### src/nsc_pkg.sv
// Shared types, codes and constants for the normalized stream compare block.
// No dependencies; the other files that use it refer to it by scoped names.
package nsc_pkg;

  localparam int SKEW_DEPTH_DEFAULT = 256;

  // Beat kind on the slave side (tuser)
  typedef enum logic [1:0] {
    ACT_BYTE_A = 2'd0,
    ACT_BYTE_B = 2'd1,
    ACT_END_A  = 2'd2,
    ACT_END_B  = 2'd3
  } action_t;

  typedef enum logic [1:0] {
    VERDICT_EQUAL    = 2'd0,
    VERDICT_DIFFER   = 2'd1,
    VERDICT_OVERFLOW = 2'd2
  } verdict_t;

  localparam logic [1:0] CFG_IGNORE_CASE  = 2'd0;
  localparam logic [1:0] CFG_IGNORE_SPACE = 2'd1;
  localparam logic [1:0] CFG_BYTE_LIMIT   = 2'd2;

  localparam logic [7:0] CHAR_SPACE  = 8'h20;
  localparam logic [7:0] CHAR_TAB    = 8'h09;
  localparam logic [7:0] CHAR_CR     = 8'h0D;
  localparam logic [7:0] CHAR_LF     = 8'h0A;
  localparam logic [7:0] CHAR_UPPER_A = 8'h41;
  localparam logic [7:0] CHAR_UPPER_Z = 8'h5A;
  localparam logic [7:0] CASE_OFFSET = 8'h20;

  typedef struct packed {
    logic        ignore_case;
    logic        ignore_space;
    logic [31:0] byte_limit;
  } cfg_t;

  typedef struct packed {
    logic       keep;
    logic [7:0] value;
  } norm_t;

  typedef struct packed {
    logic     valid;
    verdict_t code;
  } verdict_beat_t;

endpackage

### src/nsc_norm.sv
// Byte normalizer: drops blanks and folds upper case per configuration.
// Depends on nsc_pkg.
module nsc_norm (
  input  logic [7:0]    raw_byte,
  input  nsc_pkg::cfg_t cfg,
  output nsc_pkg::norm_t norm
);

  logic blank;
  logic upper;

  always_comb begin
    blank = (raw_byte == nsc_pkg::CHAR_SPACE) || (raw_byte == nsc_pkg::CHAR_TAB) ||
            (raw_byte == nsc_pkg::CHAR_CR) || (raw_byte == nsc_pkg::CHAR_LF);
    upper = (raw_byte >= nsc_pkg::CHAR_UPPER_A) && (raw_byte <= nsc_pkg::CHAR_UPPER_Z);
    norm.keep  = !(cfg.ignore_space && blank);
    norm.value = (cfg.ignore_case && upper) ? raw_byte + nsc_pkg::CASE_OFFSET : raw_byte;
  end

endmodule

### src/nsc_skew_mem.sv
// Skew store: one write port, one read port, registered read data.
// Depends on nothing but its parameter.
module nsc_skew_mem #(
  parameter int SKEW_DEPTH = 256,
  localparam int AW = $clog2(SKEW_DEPTH)
) (
  input  logic          clk,
  input  logic          we,
  input  logic [AW-1:0] waddr,
  input  logic [7:0]    wdata,
  input  logic          re,
  input  logic [AW-1:0] raddr,
  output logic [7:0]    rdata
);

  logic [7:0] mem [SKEW_DEPTH];

  always_ff @(posedge clk) begin
    if (we) begin
      mem[waddr] <= wdata;
    end
  end

  always_ff @(posedge clk) begin
    if (re) begin
      rdata <= mem[raddr];
    end
  end

endmodule

### src/nsc_ctrl.sv
// Compare control: stream bookkeeping, skew store push/pop, late compare
// of popped bytes and verdict generation. Depends on nsc_pkg.
module nsc_ctrl #(
  parameter int SKEW_DEPTH = nsc_pkg::SKEW_DEPTH_DEFAULT,
  localparam int AW = $clog2(SKEW_DEPTH),
  localparam int CW = $clog2(SKEW_DEPTH + 1)
) (
  input  logic                  clk,
  input  logic                  rst,
  input  logic                  accept,
  input  nsc_pkg::action_t      action,
  input  nsc_pkg::norm_t        norm,
  input  nsc_pkg::cfg_t         cfg,
  output logic                  mem_we,
  output logic [AW-1:0]         mem_waddr,
  output logic [7:0]            mem_wdata,
  output logic                  mem_re,
  output logic [AW-1:0]         mem_raddr,
  input  logic [7:0]            mem_rdata,
  output nsc_pkg::verdict_beat_t verdict
);

  localparam logic [CW-1:0] FULL     = CW'(SKEW_DEPTH);
  localparam logic [AW-1:0] LAST_PTR = AW'(SKEW_DEPTH - 1);

  logic [CW-1:0] count;
  logic          leading;
  logic          differ;
  logic          overflow;
  logic          first_ended;
  logic          second_ended;
  logic [31:0]   first_taken;
  logic [31:0]   second_taken;
  logic [AW-1:0] wr_ptr;
  logic [AW-1:0] rd_ptr;
  logic          cmp_valid;
  logic [7:0]    cmp_byte;

  logic          is_byte, is_end, side;
  logic          own_ended, other_ended;
  logic [31:0]   taken;
  logic          exact, over_limit, take, mismatch, differ_eff, active, to_lead;
  logic          set_differ, set_overflow, push, pop, end_new, finish;

  always_comb begin
    is_byte     = accept && !action[1];
    is_end      = accept && action[1];
    side        = action[0];
    own_ended   = side ? second_ended : first_ended;
    other_ended = side ? first_ended : second_ended;
    taken       = side ? second_taken : first_taken;
    exact       = !cfg.ignore_case && !cfg.ignore_space;
    over_limit  = exact && (cfg.byte_limit != 32'd0) && (taken >= cfg.byte_limit);
    take        = is_byte && !own_ended && norm.keep && !over_limit;
    // result of the pop issued on the previous beat
    mismatch    = cmp_valid && (mem_rdata != cmp_byte);
    differ_eff  = differ || mismatch;
    active      = take && !differ_eff && !overflow;
    to_lead     = (count == '0) || (leading == side);
    set_differ  = active && to_lead && other_ended;
    set_overflow = active && to_lead && !other_ended && (count == FULL);
    push        = active && to_lead && !other_ended && (count != FULL);
    pop         = active && !to_lead;
    end_new     = is_end && !own_ended;
    finish      = end_new && other_ended;

    verdict.valid = finish;
    if (overflow) begin
      verdict.code = nsc_pkg::VERDICT_OVERFLOW;
    end else if (differ_eff || (count != '0)) begin
      verdict.code = nsc_pkg::VERDICT_DIFFER;
    end else begin
      verdict.code = nsc_pkg::VERDICT_EQUAL;
    end

    mem_we    = push;
    mem_waddr = wr_ptr;
    mem_wdata = norm.value;
    mem_re    = pop;
    mem_raddr = rd_ptr;
  end

  always_ff @(posedge clk) begin
    if (rst || finish) begin
      count        <= '0;
      leading      <= 1'b0;
      differ       <= 1'b0;
      overflow     <= 1'b0;
      first_ended  <= 1'b0;
      second_ended <= 1'b0;
      first_taken  <= '0;
      second_taken <= '0;
      wr_ptr       <= '0;
      rd_ptr       <= '0;
      cmp_valid    <= 1'b0;
    end else begin
      differ    <= differ_eff || set_differ;
      overflow  <= overflow || set_overflow;
      cmp_valid <= pop;
      if (take && (taken != 32'hFFFF_FFFF)) begin
        if (side) begin
          second_taken <= second_taken + 32'd1;
        end else begin
          first_taken <= first_taken + 32'd1;
        end
      end
      if (push) begin
        count   <= count + CW'(1);
        leading <= side;
        wr_ptr  <= (wr_ptr == LAST_PTR) ? '0 : wr_ptr + AW'(1);
      end else if (pop) begin
        count  <= count - CW'(1);
        rd_ptr <= (rd_ptr == LAST_PTR) ? '0 : rd_ptr + AW'(1);
      end
      if (end_new) begin
        if (side) begin
          second_ended <= 1'b1;
        end else begin
          first_ended <= 1'b1;
        end
      end
    end
  end

  // hold the popping byte until its stored partner is read
  always_ff @(posedge clk) begin
    if (pop) begin
      cmp_byte <= norm.value;
    end
  end

endmodule

### src/normalized_stream_compare_top.sv
// Top level of the normalized stream compare block: config registers,
// normalizer, compare control, skew store and a two-deep verdict buffer.
// Depends on nsc_pkg, nsc_norm, nsc_skew_mem, nsc_ctrl.
//
//   channel  | signals                          | payload
//   ---------+----------------------------------+------------------------------
//   slave    | s_tvalid s_tready s_tdata s_tuser| data_byte; action
//   master   | m_tvalid m_tready m_tdata        | verdict
//   config   | cfg_we cfg_index cfg_data        | ignore_case/ignore_space/limit
//
// One beat per cycle, sustained, while s_tready is high. A popped byte is compared in the
// cycle after its pop against the skew store read data; that result feeds the next beat directly.
// The verdict is registered into the output register, or into the skid entry while the master side stalls.
// s_tready drops only while two verdicts wait unclaimed on the master side.
// rst is synchronous; it clears all compare state and the config registers.
module normalized_stream_compare_top #(
  parameter int SKEW_DEPTH = nsc_pkg::SKEW_DEPTH_DEFAULT
) (
  input  logic        clk,
  input  logic        rst,
  input  logic        s_tvalid,
  output logic        s_tready,
  input  logic [7:0]  s_tdata,   // [7:0] data_byte
  input  logic [1:0]  s_tuser,   // [1:0] action
  output logic        m_tvalid,
  input  logic        m_tready,
  output logic [7:0]  m_tdata,   // [1:0] verdict, [7:2] zero
  input  logic        cfg_we,
  input  logic [1:0]  cfg_index,
  input  logic [31:0] cfg_data
);

  localparam int AW = $clog2(SKEW_DEPTH);

  nsc_pkg::cfg_t          cfg;
  nsc_pkg::norm_t         norm;
  nsc_pkg::verdict_beat_t verdict;
  logic                   accept;
  logic                   mem_we, mem_re;
  logic [AW-1:0]          mem_waddr, mem_raddr;
  logic [7:0]             mem_wdata, mem_rdata;

  logic                   out_valid, skid_valid;
  nsc_pkg::verdict_t      out_code, skid_code;
  logic                   out_free;

  always_ff @(posedge clk) begin
    if (rst) begin
      cfg <= '0;
    end else if (cfg_we) begin
      unique case (cfg_index)
        nsc_pkg::CFG_IGNORE_CASE:  cfg.ignore_case  <= cfg_data[0];
        nsc_pkg::CFG_IGNORE_SPACE: cfg.ignore_space <= cfg_data[0];
        nsc_pkg::CFG_BYTE_LIMIT:   cfg.byte_limit   <= cfg_data;
        default: ;
      endcase
    end
  end

  assign s_tready = !skid_valid;
  assign accept   = s_tvalid && s_tready;

  nsc_norm u_norm (
    .raw_byte (s_tdata),
    .cfg      (cfg),
    .norm     (norm)
  );

  nsc_ctrl #(.SKEW_DEPTH(SKEW_DEPTH)) u_ctrl (
    .clk       (clk),
    .rst       (rst),
    .accept    (accept),
    .action    (nsc_pkg::action_t'(s_tuser)),
    .norm      (norm),
    .cfg       (cfg),
    .mem_we    (mem_we),
    .mem_waddr (mem_waddr),
    .mem_wdata (mem_wdata),
    .mem_re    (mem_re),
    .mem_raddr (mem_raddr),
    .mem_rdata (mem_rdata),
    .verdict   (verdict)
  );

  nsc_skew_mem #(.SKEW_DEPTH(SKEW_DEPTH)) u_mem (
    .clk   (clk),
    .we    (mem_we),
    .waddr (mem_waddr),
    .wdata (mem_wdata),
    .re    (mem_re),
    .raddr (mem_raddr),
    .rdata (mem_rdata)
  );

  // output register with a skid entry behind it
  assign out_free = !out_valid || m_tready;

  always_ff @(posedge clk) begin
    if (rst) begin
      out_valid  <= 1'b0;
      skid_valid <= 1'b0;
    end else if (out_free) begin
      out_valid  <= skid_valid || verdict.valid;
      skid_valid <= skid_valid && verdict.valid;
    end else if (verdict.valid) begin
      skid_valid <= 1'b1;
    end
  end

  always_ff @(posedge clk) begin
    if (out_free) begin
      out_code <= skid_valid ? skid_code : verdict.code;
      if (verdict.valid) begin
        skid_code <= verdict.code;
      end
    end else if (verdict.valid) begin
      skid_code <= verdict.code;
    end
  end

  assign m_tvalid = out_valid;
  assign m_tdata  = {6'd0, out_code};

endmodule

### config.mk
export PLATFORM = sky130hd
export DESIGN_NAME = normalized_stream_compare_top
export DESIGN_NICKNAME = d
export VERILOG_FILES = /design/src/nsc_pkg.sv /design/src/nsc_norm.sv /design/src/nsc_skew_mem.sv /design/src/nsc_ctrl.sv /design/src/normalized_stream_compare_top.sv
export SDC_FILE = /design/constraint.sdc
export NUM_CORES = 2
export LEC_CHECK = 0
export BUFFER_PORTS_ARGS = -buffer_cell sky130_fd_sc_hd__buf_2
export CAP_MARGIN = 20
export CORE_UTILIZATION = 40
export DETAILED_ROUTE_END_ITERATION = 10
export GPL_ROUTABILITY_DRIVEN = 0
export GPL_TIMING_DRIVEN = 0
export SLEW_MARGIN = 25
export SYNTH_ARGS = -nofsm -noshare
export SYNTH_HDL_FRONTEND = slang
export SYNTH_HIERARCHICAL = 1
export SYNTH_SLANG_ARGS = --single-unit
### constraint.sdc
create_clock -name clk -period 6.65 [get_ports clk]
set_input_delay 0.665 -clock clk [delete_from_list [all_inputs] [get_ports clk]]
set_output_delay 0.665 -clock clk [all_outputs]
set_load 0.02 [all_outputs]
==> results_dict.tcl <==
set metrics [dict create \
    status "finished, final reports clean" \
    chipWidth_um 471 \
    finalPower_w 0.0306 \
    finalMaxSlewViolations 0 \
    maxCapViolCount 0 \
    pwr-share-comb_pct 11.9 \
    intPower_w 0.0230 \
    synth_top_area_share_pct 70.6 \
    cts_root_buffer "clkbuf_16" \
    htree_levels 4 \
    area.growth.synth_to_final_pct 14.5 \
    vias 50200 \
    synth.most_common_cell "edfxtp_1" \
    initial_core_util_pct 40.4 \
    antenna_found_initial 9 \
    die_height_um 471 \
    routed_wl_um 273000 \
    cts-buffers-inserted 218 \
    viasPerCell 6.17 \
    setup_violations 0 \
    peakVddDrop_v 0.000287 \
    num_rows 171 \
    grt_pass1_vias 48200 \
    period_needed_ns 6.62 \
    seq_power_share_pct 49.9 \
    grt_pass1_wl_um 377000 \
    cts.sinks 2199 \
    ys.flop_type "edfxtp_1" \
    max_freq_mhz 151 \
    p_per_area_nw_per_um2 304 \
    path_max_fanout 15 \
    worstSetupPathType "primary input to register" \
    route.detailed.drc 0 \
    grt_setup_unrepaired "no" \
    hold_path.class "primary input to register" \
    yosys_warnings 6 \
    synth_area_leaders "edfxtp_1, mux4_2, dfxtp_1" \
    grt_max_degree 129 \
    synth-edff-count 2068 \
    nFillCells 18400 \
    insertion_delay_ns 0.86 \
    gr-total-overflow 0 \
    cp-start-kind "primary input" \
    cp-end-kind "register" \
    wl_per_cell_um 33.6 \
    die-area_um2 222000 \
    clock_skew_ns 0.0556 \
    clk_pin_slew_ns 0.06 \
    cp.required_ns 7.11 \
    p_leak_nw 30.3 \
    cts_tree "built" \
    cp_data_arrival_time_ns 7.08 \
    syn_area_um2 87900 \
    drtPass1Iterations 9 \
    boundaryPins 59 \
    grt_usage_pct 24.3 \
    dp_hpwl_um 188000 \
    async_flop_share_pct 0 \
    layout-drive-gt1-share_pct 23.8 \
    synth_seq_area_share_pct 73.6 \
    tightest_slew_ns 1.18 \
    synthCells 4753 \
    final_util_pct 46.2 \
    final_nets 5186 \
    synth_area_leader_cell "edfxtp_1" \
    syn-mean-instance-area_um2 18.5 \
    max_slew_margin_pct 20.5 \
    synth_seq_cells 2199 \
    fin_crit_sh_pct 99.6 \
    synthTopCellsByCount "edfxtp_1, mux4_2, nor2_1, a21oi_1, nand2_1" \
    clkPwrFrac_pct 38.2 \
    finalHoldViolations 0 \
    ant_nets 0 \
    core_um2 218000 \
    p_sw_share_pct 24.8 \
    port_buffers 52 \
    power.switching_w 0.00761 \
    drt_iter0_drc 7560 \
    ys_types 85 \
    cts_buffer_depth 3 \
]
logic make-up (layout without fill, tap and decap cells):
family	after synthesis	after routing	share of synthesized area, %
flip-flops	2199	2199	73.6
AND/OR/NAND/NOR	902	902	4.86
multiplexers	626	626	13.7
AO/OA/AOI/OAI	569	569	4.38
buffers and inverters	358	883	2.31
XOR/XNOR	53	53	0.528
adder cells (fa/ha/maj)	45	45	0.649
other	1	7	0.00427
through the flow:
| step | hold slack [ns] | instance area, um2 | cells | worst slack [ns] | TNS [ns] |
|---|---|---|---|---|---|
| after floorplan | 0.429 | 87900 | 4758 | 0.912 | 0 |
| after global placement | 0.466 | 91800 | 7664 | -2.77 | -4426.47 |
| final | 0.0665 | 101000 | 8138 | 0.0296 | 0 |
| after detailed placement | 0.469 | 93100 | 7710 | -2.34 | -3794.51 |
| after CTS | 0.00187 | 101000 | 8137 | 0.0358 | 0 |
| after global routing | 0.0468 | 101000 | 8138 | 0.00985 | 0 |
cells in the final DEF, fill, tap and decap left out, types with 39 or more instances in the layout:
cell type	count
a21oi_1	174
a22oi_1	133
buf_2	100
buf_4	49
clkbuf_1	145
clkbuf_16	219
clkbuf_2	40
clkinv_1	73
dfxtp_1	131
edfxtp_1	2068
ha_1	44
inv_1	54
mux2i_1	142
mux4_2	454
nand2_1	161
nand3_1	87
nand4_1	55
nor2_1	214
nor2_2	104
nor2_4	47
nor2b_1	46
nor3_1	39
o21ai_0	53
o221ai_1	46
xor2_1	42
power by group through the flow:
stage / sequential (W) / clock (W) / combinational (W)
final: 0.0153 / 0.0117 / 0.00364
after floorplan: 0.0156 / 0 / 0.00221
after detailed placement: 0.0156 / 0 / 0.00356
after CTS: 0.0153 / 0.0119 / 0.00358
after global placement: 0.0156 / 0 / 0.00341
after global routing: 0.0153 / 0.0124 / 0.00377
final cells by class:
cell class / instances / area, um2 / area share (%)
timing repair buffer: 115 / 1490 / 1.48
clock inverter: 140 / 1090 / 1.09
buffer: 301 / 1950 / 1.94
inverter: 56 / 214 / 0.213
clock buffer: 271 / 5680 / 5.64
sequential: 2199 / 64700 / 64.3
antenna: 1 / 2.50 / 0.00249
multi-input combinational: 2201 / 21900 / 21.8
tap: 2854 / 3570 / 3.55
what timing repair did:
item / in CTS / in global routing
setup endpoints to repair: 2049 / 887
gates cloned: 0 / 0
gates resized for setup: 165 / 25
pin swaps: 1 / 0
hold buffers: 13 / 0
hold endpoints to repair: 14 / 0
buffers inserted: 4 / 0
layer usage:
| layer | routed length [um] | global-route usage [%] | vias up |
|---|---|---|---|
| met5 | 216 | 0.433 | - |
| met1 | 107000 | 33.9 | 26600 |
| met4 | 11700 | 9.56 | 12 |
| met2 | 122000 | 36.5 | 3097 |
| li1 | - | - | 20000 |
| met3 | 31600 | 6.31 | 523 |
path summary, 6_finish.rpt:
path                                              start               end  slack (ns)  cells past startpoint
worst max-delay path                         s_tuser[0]  u_mem/mem[71][2]        0.03                     18
worst max register to register  u_ctrl/second_taken[13]  u_mem/mem[71][2]        0.71                     15
worst min register to register                  cfg[13]           cfg[13]        0.48                      2
worst min-delay path                        cfg_data[2]            cfg[2]        0.07                      3
registers in the layout (all words and copies together) (netlist names), 2 cells and up:
name and count:
u_mem/mem 2048, cfg 34, u_ctrl/first_taken 32, u_ctrl/second_taken 32
u_ctrl/count 9, u_ctrl/cmp_byte 8, u_ctrl/mem_raddr 8, u_ctrl/mem_waddr 8
u_mem/rdata 8, out_code 2, skid_code 2
critical path, stage by stage:
cell and delay (ns):
buf_2 0.36, clkbuf_2 0.40, clkbuf_2 0.36, mux2_2 0.40
ha_1 0.30, a21oi_1 0.17, nor2_1 0.07, a2111oi_0 0.46
o211ai_1 0.38, a21oi_1 0.26, a31oi_1 0.09, or4_1 0.77
clkinvlp_4 0.29, clkbuf_2 0.29, nand4_1 0.45, clkbuf_2 0.53
buf_16 0.30, nor2_2 0.47
Note: power is estimated with default switching activity, not from simulation.
